==> src/wma_pkg.sv <==
// ----------------------------------------------------------------------------
// Weighted mean accumulator package
// Shared widths, the job record passed from the accumulator to the divider,
// and the divider state codes.
// ----------------------------------------------------------------------------
package wma_pkg;

    localparam int IN_W       = 32;
    localparam int DATA_WIDTH = 32;
    localparam int FRAC_BITS  = 16;
    localparam int ACC_W      = 64;
    localparam int PROD_W     = 2 * DATA_WIDTH;
    localparam int NUM_W      = ACC_W + FRAC_BITS;
    localparam int CNT_W      = $clog2(NUM_W + 1);
    localparam int FIFO_DEPTH = 2;
    localparam int PTR_W      = $clog2(FIFO_DEPTH);
    localparam int FCNT_W     = $clog2(FIFO_DEPTH + 1);

    typedef logic signed [DATA_WIDTH-1:0] t_data;
    typedef logic signed [PROD_W-1:0]     t_prod;
    typedef logic signed [ACC_W-1:0]      t_acc;

    typedef struct packed {
        t_acc sum;
        t_acc total;
        logic sat;
    } t_job;

    typedef enum logic [2:0] {
        S_IDLE = 3'b001,
        S_DIV  = 3'b010,
        S_DONE = 3'b100
    } t_state;

    localparam t_acc ACC_MAX = {1'b0, {(ACC_W-1){1'b1}}};
    localparam t_acc ACC_MIN = {1'b1, {(ACC_W-1){1'b0}}};

endpackage

==> src/weighted_mean_accumulator.sv <==
// ----------------------------------------------------------------------------
// Weighted mean accumulator
// Streams (weight, value) pairs and gives the weighted mean of each vector.
// ----------------------------------------------------------------------------
// Input side: an item is taken on a clock edge with push high and full low.
// Each item adds weight * value and weight to saturating 64-bit sums; the
// item with last set closes the vector and queues its sums for division.
// Result side: while empty is low the oldest result is on o_mean,
// o_zero_weight and o_overflowed; it is taken on an edge with pop high.
// The mean carries FRAC_BITS fraction bits and is truncated towards zero.
// Throughput: one item per cycle within a vector while full is low. The
// divider resolves one quotient bit per cycle, so short vectors are limited
// by the divider rather than by the input side.
// A two-entry queue holds finished vectors; when it is full and another
// vector closes, full rises until the divider takes a job. A stalled
// receiver holds the result register and, in turn, the divider and queue.
// Reset clears the sums, the queue and the divider; no clearing pass follows.
// ----------------------------------------------------------------------------
module weighted_mean_accumulator (
    input  logic                             i_clk,
    input  logic                             i_rst_n,
    input  logic                             push,
    output logic                             full,
    input  logic [wma_pkg::IN_W-1:0]         i_weight,
    input  logic [wma_pkg::IN_W-1:0]         i_sample_value,
    input  logic                             i_last,
    output logic                             empty,
    input  logic                             pop,
    output logic signed [wma_pkg::ACC_W-1:0] o_mean,
    output logic                             o_zero_weight,
    output logic                             o_overflowed
);
    import wma_pkg::*;

    logic q_push, q_full, q_pop, q_empty;
    t_job push_job, pop_job;

    wma_front u_front (
        .i_clk          (i_clk),
        .i_rst_n        (i_rst_n),
        .i_push         (push),
        .i_weight       (i_weight),
        .i_sample_value (i_sample_value),
        .i_last         (i_last),
        .o_full         (full),
        .i_q_full       (q_full),
        .o_q_push       (q_push),
        .o_q_job        (push_job)
    );

    wma_fifo u_fifo (
        .i_clk   (i_clk),
        .i_rst_n (i_rst_n),
        .i_push  (q_push),
        .i_job   (push_job),
        .o_full  (q_full),
        .i_pop   (q_pop),
        .o_job   (pop_job),
        .o_empty (q_empty)
    );

    wma_divider u_divider (
        .i_clk         (i_clk),
        .i_rst_n       (i_rst_n),
        .i_q_empty     (q_empty),
        .i_job         (pop_job),
        .o_q_pop       (q_pop),
        .i_pop         (pop),
        .o_empty       (empty),
        .o_mean        (o_mean),
        .o_zero_weight (o_zero_weight),
        .o_overflowed  (o_overflowed)
    );

`ifndef SYNTH
    // A closed vector is never offered to a full queue.
    a_no_push_full: assert property (@(posedge i_clk) disable iff (!i_rst_n)
        !(q_push && q_full))
        else $error("job pushed into a full queue");

    // The divider only takes a job that is there.
    a_no_pop_empty: assert property (@(posedge i_clk) disable iff (!i_rst_n)
        q_pop |-> !q_empty)
        else $error("job taken from an empty queue");

    // The input side stalls only because the queue is full.
    a_full_cause: assert property (@(posedge i_clk) disable iff (!i_rst_n)
        full |-> q_full)
        else $error("input stalled without a full queue");

    // A zero total weight always reports a zero mean.
    a_zero_mean: assert property (@(posedge i_clk) disable iff (!i_rst_n)
        (!empty && o_zero_weight) |-> (o_mean == '0))
        else $error("zero weight with a non-zero mean");
`endif

endmodule

==> src/wma_front.sv <==
// ----------------------------------------------------------------------------
// Weighted mean front end
// Takes items, multiplies weight by value in a registered stage and keeps
// the saturating running sums. On the last item of a vector it hands the
// finished sums to the job queue and clears them.
// ----------------------------------------------------------------------------
module wma_front (
    input  logic                    i_clk,
    input  logic                    i_rst_n,
    input  logic                    i_push,
    input  logic [wma_pkg::IN_W-1:0] i_weight,
    input  logic [wma_pkg::IN_W-1:0] i_sample_value,
    input  logic                    i_last,
    output logic                    o_full,
    input  logic                    i_q_full,
    output logic                    o_q_push,
    output wma_pkg::t_job           o_q_job
);
    import wma_pkg::*;

    logic  r_a_valid, r_a_last;
    t_data r_a_w, r_a_v;
    logic  r_b_valid, r_b_last;
    t_prod r_b_prod;
    t_data r_b_w;
    t_acc  r_sum, r_total;
    logic  r_sat;

    logic             en;
    logic [ACC_W:0]   sum_wide, tot_wide;
    t_acc             n_sum, n_total;
    logic             sum_ovf, tot_ovf;

    // The whole pipeline halts only while a finished vector waits for room.
    assign en     = !(r_b_valid && r_b_last && i_q_full);
    assign o_full = !en;

    always_comb begin
        sum_wide = {r_sum[ACC_W-1], r_sum} + (ACC_W+1)'(r_b_prod);
        tot_wide = {r_total[ACC_W-1], r_total} + (ACC_W+1)'(r_b_w);
        sum_ovf  = sum_wide[ACC_W] != sum_wide[ACC_W-1];
        tot_ovf  = tot_wide[ACC_W] != tot_wide[ACC_W-1];
        n_sum    = sum_ovf ? (sum_wide[ACC_W] ? ACC_MIN : ACC_MAX) : sum_wide[ACC_W-1:0];
        n_total  = tot_ovf ? (tot_wide[ACC_W] ? ACC_MIN : ACC_MAX) : tot_wide[ACC_W-1:0];
    end

    assign o_q_push      = en && r_b_valid && r_b_last;
    assign o_q_job.sum   = n_sum;
    assign o_q_job.total = n_total;
    assign o_q_job.sat   = r_sat || sum_ovf || tot_ovf;

    always_ff @(posedge i_clk) begin
        if (!i_rst_n) begin
            r_a_valid <= 1'b0;
            r_b_valid <= 1'b0;
            r_sum     <= '0;
            r_total   <= '0;
            r_sat     <= 1'b0;
        end else if (en) begin
            r_a_valid <= i_push;
            r_b_valid <= r_a_valid;
            if (r_b_valid) begin
                if (r_b_last) begin
                    r_sum   <= '0;
                    r_total <= '0;
                    r_sat   <= 1'b0;
                end else begin
                    r_sum   <= n_sum;
                    r_total <= n_total;
                    r_sat   <= o_q_job.sat;
                end
            end
        end
    end

    always_ff @(posedge i_clk) begin
        if (en) begin
            r_a_w    <= t_data'(i_weight[DATA_WIDTH-1:0]);
            r_a_v    <= t_data'(i_sample_value[DATA_WIDTH-1:0]);
            r_a_last <= i_last;
            r_b_prod <= r_a_w * r_a_v;
            r_b_w    <= r_a_w;
            r_b_last <= r_a_last;
        end
    end

endmodule

==> src/wma_fifo.sv <==
// ----------------------------------------------------------------------------
// Weighted mean job queue
// A short register queue of finished sums between the accumulator and the
// divider, so that each side can stall on its own.
// ----------------------------------------------------------------------------
module wma_fifo (
    input  logic          i_clk,
    input  logic          i_rst_n,
    input  logic          i_push,
    input  wma_pkg::t_job i_job,
    output logic          o_full,
    input  logic          i_pop,
    output wma_pkg::t_job o_job,
    output logic          o_empty
);
    import wma_pkg::*;

    t_job              r_mem [FIFO_DEPTH];
    logic [PTR_W-1:0]  r_wr_ptr, r_rd_ptr;
    logic [FCNT_W-1:0] r_count;

    assign o_full  = r_count == FCNT_W'(FIFO_DEPTH);
    assign o_empty = r_count == '0;
    assign o_job   = r_mem[r_rd_ptr];

    always_ff @(posedge i_clk) begin
        if (!i_rst_n) begin
            r_wr_ptr <= '0;
            r_rd_ptr <= '0;
            r_count  <= '0;
        end else begin
            if (i_push) begin
                r_wr_ptr <= (r_wr_ptr == PTR_W'(FIFO_DEPTH - 1)) ? '0 : r_wr_ptr + 1'b1;
            end
            if (i_pop) begin
                r_rd_ptr <= (r_rd_ptr == PTR_W'(FIFO_DEPTH - 1)) ? '0 : r_rd_ptr + 1'b1;
            end
            if (i_push && !i_pop) begin
                r_count <= r_count + 1'b1;
            end else if (i_pop && !i_push) begin
                r_count <= r_count - 1'b1;
            end
        end
    end

    always_ff @(posedge i_clk) begin
        if (i_push) begin
            r_mem[r_wr_ptr] <= i_job;
        end
    end

endmodule

==> src/wma_divider.sv <==
// ----------------------------------------------------------------------------
// Weighted mean divider
// Restoring division, one quotient bit a cycle, of the scaled weighted sum
// by the total weight, with sign fix-up, saturation and a result register.
// ----------------------------------------------------------------------------
module wma_divider (
    input  logic                       i_clk,
    input  logic                       i_rst_n,
    input  logic                       i_q_empty,
    input  wma_pkg::t_job              i_job,
    output logic                       o_q_pop,
    input  logic                       i_pop,
    output logic                       o_empty,
    output logic signed [wma_pkg::ACC_W-1:0] o_mean,
    output logic                       o_zero_weight,
    output logic                       o_overflowed
);
    import wma_pkg::*;

    t_state             r_state;
    logic [NUM_W-1:0]   r_num;
    logic [ACC_W-1:0]   r_rem, r_den;
    logic [CNT_W-1:0]   r_cnt;
    logic               r_neg, r_zero, r_ovf;
    logic               r_out_valid;
    t_acc               r_mean;
    logic               r_zw, r_ov;

    logic [ACC_W:0]     rem_sh, trial;
    logic               fits;
    logic [ACC_W-1:0]   mag_num, mag_den, limit, q_sat;
    logic               q_ovf, out_load;

    always_comb begin
        rem_sh  = {r_rem, r_num[NUM_W-1]};
        trial   = rem_sh - {1'b0, r_den};
        fits    = !trial[ACC_W];
        mag_num = i_job.sum[ACC_W-1] ? ACC_W'(-i_job.sum) : ACC_W'(i_job.sum);
        mag_den = i_job.total[ACC_W-1] ? ACC_W'(-i_job.total) : ACC_W'(i_job.total);
        // A negative mean may reach the most negative value, a positive one not.
        limit   = r_neg ? ACC_MIN : ACC_MAX;
        q_ovf   = r_num > NUM_W'(limit);
        q_sat   = q_ovf ? limit : r_num[ACC_W-1:0];
    end

    assign o_q_pop  = (r_state == S_IDLE) && !i_q_empty;
    assign out_load = (r_state == S_DONE) && (!r_out_valid || i_pop);

    assign o_empty       = !r_out_valid;
    assign o_mean        = r_mean;
    assign o_zero_weight = r_zw;
    assign o_overflowed  = r_ov;

    always_ff @(posedge i_clk) begin
        if (!i_rst_n) begin
            r_state     <= S_IDLE;
            r_out_valid <= 1'b0;
        end else begin
            if (out_load) begin
                r_out_valid <= 1'b1;
            end else if (i_pop) begin
                r_out_valid <= 1'b0;
            end
            unique case (r_state)
                S_IDLE: begin
                    if (!i_q_empty) begin
                        r_state <= (i_job.total == '0) ? S_DONE : S_DIV;
                    end
                end
                S_DIV: begin
                    if (r_cnt == CNT_W'(1)) begin
                        r_state <= S_DONE;
                    end
                end
                S_DONE: begin
                    if (out_load) begin
                        r_state <= S_IDLE;
                    end
                end
                default: begin
                    r_state <= S_IDLE;
                end
            endcase
        end
    end

    always_ff @(posedge i_clk) begin
        if (o_q_pop) begin
            r_num  <= NUM_W'(mag_num) << FRAC_BITS;
            r_den  <= mag_den;
            r_rem  <= '0;
            r_cnt  <= CNT_W'(NUM_W);
            r_neg  <= i_job.sum[ACC_W-1] != i_job.total[ACC_W-1];
            r_zero <= i_job.total == '0;
            r_ovf  <= i_job.sat;
        end else if (r_state == S_DIV) begin
            r_rem  <= fits ? trial[ACC_W-1:0] : rem_sh[ACC_W-1:0];
            r_num  <= {r_num[NUM_W-2:0], fits};
            r_cnt  <= r_cnt - 1'b1;
        end
        if (out_load) begin
            r_mean <= r_zero ? '0 : (r_neg ? ACC_W'(-q_sat) : q_sat);
            r_zw   <= r_zero;
            r_ov   <= r_ovf || (!r_zero && q_ovf);
        end
    end

endmodule

==> config.mk <==
export PLATFORM = sky130hd
export DESIGN_NAME = weighted_mean_accumulator
export DESIGN_NICKNAME = d
export VERILOG_FILES = /design/src/wma_pkg.sv /design/src/weighted_mean_accumulator.sv /design/src/wma_front.sv /design/src/wma_fifo.sv /design/src/wma_divider.sv
export SDC_FILE = /design/constraint.sdc
export NUM_CORES = 2
export LEC_CHECK = 0
export ABC_AREA = 1
export BUFFER_PORTS_ARGS = -buffer_cell sky130_fd_sc_hd__buf_2
export CORE_ASPECT_RATIO = 2
export CORE_MARGIN = 2
export CORE_UTILIZATION = 30
export CTS_BUF_LIST = sky130_fd_sc_hd__clkbuf_16
export CTS_CLUSTER_DIAMETER = 150
export DETAILED_ROUTE_END_ITERATION = 16
export GPL_TIMING_DRIVEN = 0
export SLEW_MARGIN = 20
export SYNTH_ARGS = -nofsm -noshare
export SYNTH_HDL_FRONTEND = slang
export SYNTH_SLANG_ARGS = --single-unit
==> constraint.sdc <==
create_clock -name i_clk -period 10.55 [get_ports i_clk]
set_input_delay 2.11 -clock i_clk [delete_from_list [all_inputs] [get_ports i_clk]]
set_output_delay 2.11 -clock i_clk [all_outputs]
set_load 0.02 [all_outputs]
### Word level (Yosys, flattened, before mapping)

Memory sizes are Yosys's and may differ from the RTL's. A register that Yosys moved wholly into a read port is not among the register bits.
Index checks and enable logic that the tools add are counted.

| operators by class | value |
|---|---|
| add/sub/neg operators | 11 |
| magnitude comparators | 1 |
| multiplexer cells | 30 |
| $mul | 1 |
| equality and inequality tests | 11 |
| reductions and logical operators | 27 |
| bitwise operators | 1 |

Operators with widths:

| kind | number |
|---|---|
| $mux W64 | 11 |
| $neg A64 Y64 | 3 |
| $mux W80 | 2 |
| $gt A80 B64 Y1 | 1 |
| $add A64 B32 Y65 | 1 |
| $add A64 B64 Y65 | 1 |
| $sub A65 B64 Y65 | 1 |
| $logic_not A64 Y1 | 1 |
| $mul A32 B32 Y64 | 1 |
| $mux W63 | 1 |
| $mux W3 | 4 |
| $logic_and A1 B1 Y1 | 9 |
| $mux W1 | 9 |
| $pmux W3 S3 | 1 |
| $eq A7 B1 Y1 const B | 1 |
| $logic_not A1 Y1 | 7 |
| $sub A7 B1 Y7 const B | 1 |
| $reduce_bool A2 Y1 | 3 |
| $logic_or A1 B1 Y1 | 4 |
| $mux W2 | 2 |
| $ne A2 B1 Y1 const B | 2 |
| $eq A3 B1 Y1 const B | 1 |
| $eq A3 B2 Y1 const B | 1 |
| $eq A3 B3 Y1 const B | 1 |
| 10 further kinds | 13 |

| word-level totals | value |
|---|---|
| flip-flop bits (word level) | 585 |
| memory bits (writable) | 258 |
| memories | 1 |
| logic and storage cells | 111 |
| input port bits | 69 |
| output and inout bits | 68 |

Memories:

| name | depth | bits a word | rd ports | clocked after memory_dff | wr ports | line | text |
|---|---|---|---|---|---|---|---|
| u_fifo.r_mem | 2 | 129 | 1 | 1 | 1 | wma_fifo.sv:18 | `t_job r_mem [FIFO_DEPTH];` |

### Depth between registers and ports, before layout

| depth | value |
|---|---|
| depth after elaboration | 9 |
| depth in mapped cells | 33 |
| gate-level depth less buffers | 32 |

### Cells and area by module

From an unflattened synthesis, not the netlist that was laid out.

| unflattened totals | value |
|---|---|
| cell total of the unflattened synthesis | 11,287 |
| area, all modules | 90,813.3 µm² |

By module, submodules not included:

| module | sequential area each (µm²) | area each (µm²) | cells an instance | instances |
|---|---|---|---|---|
| wma_front | 7,487.2 | 58,090.7 | 7,516 | 1 |
| wma_divider | 7,737.4 | 23,143.4 | 3,335 | 1 |
| wma_fifo | 7,847.5 | 9,579.2 | 436 | 1 |

### Worst setup path after synthesis

Ideal clock, no wire load.

| path | value |
|---|---|
| path kind | reg2reg |
| from | reg u_front.r_b_last |
| to | mem u_fifo.r_mem[0][0] (netlist name), enable pin |
| data required time | 9.931 ns |
| path slack | -0.803 ns |
| stages on the path, launching flop included | 6 |
| period minus slack after synthesis | 11.353 ns |
| data arrival time | 10.734 ns |
| path through | edfxtp_1 > nand4_1 > nand2_1 > inv_1 > nand2_1 > nor2_1 |

| between the ends | value |
|---|---|
| cells in the longest elaborated chain, start to end | 7 |

Ends and longest elaborated chain:

| item | line | text |
|---|---|---|
| start, declared | wma_front.sv:23 | `logic r_b_valid, r_b_last;` |
| start signal, assigned | wma_front.sv:83 | `r_b_last <= r_a_last;` |
| $logic_and A1 B1 Y1 (2 in a row) | wma_front.sv:35 | `assign en = !(r_b_valid && r_b_last && i_q_full);` |
| $logic_not A1 Y1 | wma_front.sv:35 |  |
| $logic_and A1 B1 Y1 | wma_front.sv:47 | `assign o_q_push = en && r_b_valid && r_b_last;` |
| $logic_and A1 B1 Y1 * | wma_front.sv:47 |  |
| $mux W1 * | wma_fifo.sv:47 | `if (i_push) begin` |
| $mux W1 (implied by the code) * | wma_fifo.sv:48 | `r_mem[r_wr_ptr] <= i_job;` |
| end, declared | wma_fifo.sv:18 |  |

Mark *: on every way between the ends. The rest lies on a longest branch, timed or not.

### Worst setup path in the final report

| path | value |
|---|---|
| from | reg u_front.r_a_w[31] |
| to | reg u_front.r_b_prod[63] (data pin) |

| between the ends | value |
|---|---|
| cells in the longest elaborated chain, start to end | 1 |

Ends and longest elaborated chain:

| item | line | text |
|---|---|---|
| start, declared | wma_front.sv:22 | `t_data r_a_w, r_a_v;` |
| start signal, assigned | wma_front.sv:78 | `r_a_w <= t_data'(i_weight[DATA_WIDTH-1:0]);` |
| $mul A32 B32 Y64 | wma_front.sv:81 | `r_b_prod <= r_a_w * r_a_v;` |
| end signal, assigned | wma_front.sv:81 |  |
| end, declared | wma_front.sv:24 | `t_prod r_b_prod;` |

Every way passes these cells.
A chain may end at the register's enable or synchronous reset.

==> flow_metrics.tcl <==
set metrics [dict create \
    cts_max_level 3 \
    finalWorstSetupSlack_ns 0.439 \
    post-cts-setup-buffers 0 \
    placement.io_buffers 136 \
    timing.final.crit_share 0.958 \
    overflow 0 \
    grt_max_degree 56 \
    report.final.setup_viol 0 \
    post_cts.resized_instances 0 \
    timing.hold.worst.class "flip-flop to flip-flop" \
    grt_first_pass_wirelength_um 567000 \
    cts.root.buffer_cell "clkbuf_16" \
    preCtsSetupSlack_ns 0.572 \
    relSlewSlack 0.109 \
    routedWlPerCell_um 26.7 \
    detailroute.via_count 75905 \
    yosys_most_used_dff "edfxtp_1" \
    cts-buffers-inserted 88 \
    number_of_antenna_violations_at_the_first_check_in_global_routing 39 \
    commonest_non_fill_non_tap_cell_in_the_layout "nand2_1" \
    cap_viol_max_count 0 \
    number_of_cells_produced_by_synthesis 11051 \
    die-area_sq_um 301000 \
    rsz0062_at_grt "false" \
    route.antenna.remaining_nets 0 \
    die_x_um 389 \
    syn-num-nets 12651 \
    worst-r2r-setup-slack_ns 0.44 \
    max-clock-path-buffers 3 \
    die_h_um 774 \
    worst-slew-pin-transition_ns 1.34 \
    finalNetCount 12913 \
    sequential_cell_area_sq_um 23100 \
    floorplan.initialDensity 0.302 \
    crit_fanout 10 \
    finalWorstPathRequiredPeriod_ns 10.11 \
    synthesis.area_sq_um 89000 \
    postRouteWirelength_um 407000 \
    coreArea_sq_um 295000 \
    synth_cell_types 76 \
    crit_arrival_ns 10.56 \
    drt-pass1-iter-count 6 \
    number_of_design_rule_violations_left_after_detail_routing 0 \
    finalClockSkew_ns 0.0715 \
    gr-usage-all-layers 0.269 \
    cp-end-kind "flip-flop" \
    clk-insertion-delay-late_ns 0.78 \
    path_clk_slew_ns 0.06 \
    outcome "completed" \
    layout-drive-gt1-share 0.0594 \
    fillCellCount 31676 \
    cts_tree "built" \
    finish.utilization 0.334 \
    path_class "flip-flop to flip-flop" \
    syn-mean-instance-area_sq_um 8.05 \
    gpl.final_weighted_congestion 1.06 \
    synth_enable_flop_cells 617 \
    timing.final.max_slew_violations 0 \
    ys_warn_count 0 \
    fmax_mhz 98.9 \
    critPathLaunchType "flip-flop" \
    cts_hold_repair.buffers 0 \
    first_global_vias 80601 \
    async_reset_ff_frac 0 \
    multiInputGateArea_sq_um 55500 \
    synth_sequential_area_ratio 0.259 \
    count_of_boundary_i_o_pins 137 \
    dpl.hpwl_um 336000 \
    area_growth_pct 10.5 \
    routed_via_density 4.98 \
    required_ns 11.00 \
    ys_ff_latch 844 \
    commonest_cells_after_routing_fill_and_taps_aside "nand2_1 (2656), inv_1 (2366), fa_1 (1084), nor2_1 (787), a21oi_1 (622)" \
    detailedRoute.firstIterationViolations 5055 \
    std_cell_rows 282 \
    cts_num_sinks 844 \
    report.final.hold_viol_count 0 \
]
area by class of cell:
cell class | instances | share of cell area
Timing Repair Buffer | 172 | 0.0132
Buffer | 378 | 0.0173
Multi-Input combinational cell | 7451 | 0.564
Antenna cell | 20 | 0.000509
Clock inverter | 76 | 0.00853
Clock buffer | 90 | 0.0229
Tap cell | 3834 | 0.0488
Sequential cell | 844 | 0.234
Inverter | 2378 | 0.0907
Yosys cell counts (21+ instances only):
| cell | count | share of area |
|---|---|---|
| or2_2 | 71 | 0.0050 |
| buf_2 | 37 | 0.0021 |
| o21ai_2 | 23 | 0.0023 |
| fa_1 | 1085 | 0.24 |
| nand4_1 | 57 | 0.0040 |
| o21ai_0 | 434 | 0.024 |
| nand2_1 | 2656 | 0.11 |
| a21o_1 | 27 | 0.0023 |
| inv_1 | 2355 | 0.099 |
| a31oi_1 | 110 | 0.0077 |
| nor4_1 | 26 | 0.0018 |
| nor2_1 | 791 | 0.033 |
| clkbuf_1 | 294 | 0.012 |
| inv_2 | 22 | 0.00093 |
| xnor2_1 | 126 | 0.012 |
| nor3_1 | 67 | 0.0038 |
| nand3b_1 | 67 | 0.0057 |
| o21a_1 | 34 | 0.0029 |
| edfxtp_1 | 617 | 0.21 |
| dfxtp_1 | 227 | 0.051 |
| o21ai_1 | 66 | 0.0037 |
| buf_1 | 27 | 0.0011 |
| a21boi_0 | 21 | 0.0018 |
| xor2_1 | 174 | 0.017 |
| mux2i_1 | 28 | 0.0031 |
| nand3_1 | 283 | 0.016 |
| ha_1 | 446 | 0.063 |
| a21oi_1 | 622 | 0.035 |
| nand2_2 | 26 | 0.0018 |
state kept, by name (all words and copies together) (netlist names), 3 cells and up, named ones only:
register,flops
u_divider.o_mean,64
u_divider.r_cnt,7
u_divider.r_den,64
u_divider.r_num,80
u_divider.r_rem,64
u_divider.r_state,3
u_fifo.r_mem,258
u_front.r_a_v,32
u_front.r_a_w,32
u_front.r_b_prod,64
u_front.r_b_w,32
u_front.r_sum,64
u_front.r_total,64
final timing paths:
kind | startpoint | end | cells past startpoint
max | u_front.r_a_w[31] | u_front.r_b_prod[63] | 27
min | u_front.r_a_last | u_front.r_b_last | 0
max reg2reg | u_front.r_a_w[31] | u_front.r_b_prod[63] | 27
min reg2reg | u_front.r_a_last | u_front.r_b_last | 0
layer usage:
metal / routed length, um / global-route usage
met1: 121000 / 0.229
met2: 209000 / 0.492
met5: 112 / 0
met4: 57000 / 0.310
met3: 20000 / 0.0447
critical path, cell delays in order, from the launching register on:
cell and delay [ns]:
edfxtp_1 0.92, clkbuf_1 0.73, nand2_1 0.32, inv_1 0.18
fa_1 0.47, inv_1 0.17, fa_1 0.43, inv_1 0.23
fa_1 0.51, fa_1 0.88, inv_1 0.43, fa_1 0.60
inv_1 0.06, fa_1 0.53, inv_1 0.05, fa_1 0.47
inv_1 0.05, fa_1 0.43, ha_1 0.39, a21oi_1 0.30
o21ai_0 0.14, inv_1 0.10, nor2_1 0.06, a2111oi_0 0.58
o221a_2 0.31, inv_1 0.03, or2_2 0.29, xnor2_1 0.15
logic make-up (layout without fill, tap and decap cells):
kind of cell               count (synthesis)  count (layout)  synth area share
and+or+nand+nor                         4144            4144             0.193
buffers and inverters                   2756            3094             0.118
adders and majority gates               1531            1531             0.307
AOI/OAI and AO/OA                       1448            1448            0.0901
DFF                                      844             844             0.259
xor gates and xnor gates                 300             300            0.0295
muxes                                     28              28           0.00315
other                                      0              20                 0
through the flow:
stage | setup TNS, ns | hold WS (ns) | instance area, sq um | std cells
6_report | 0 | 0.446 | 98400 | 15243
4_1_cts | 0 | 0.459 | 98300 | 15223
3_5_place_dp | 0 | 0.416 | 95200 | 15057
3_3_place_gp | -2094.31 | 0.426 | 94500 | 15021
5_1_grt | 0 | 0.458 | 98400 | 15224
2_1_floorplan | -207.14 | 0.400 | 89000 | 11051
Power is not shown: default switching activity piles up to over one toggle a cycle in this logic, so the estimate is an artifact.
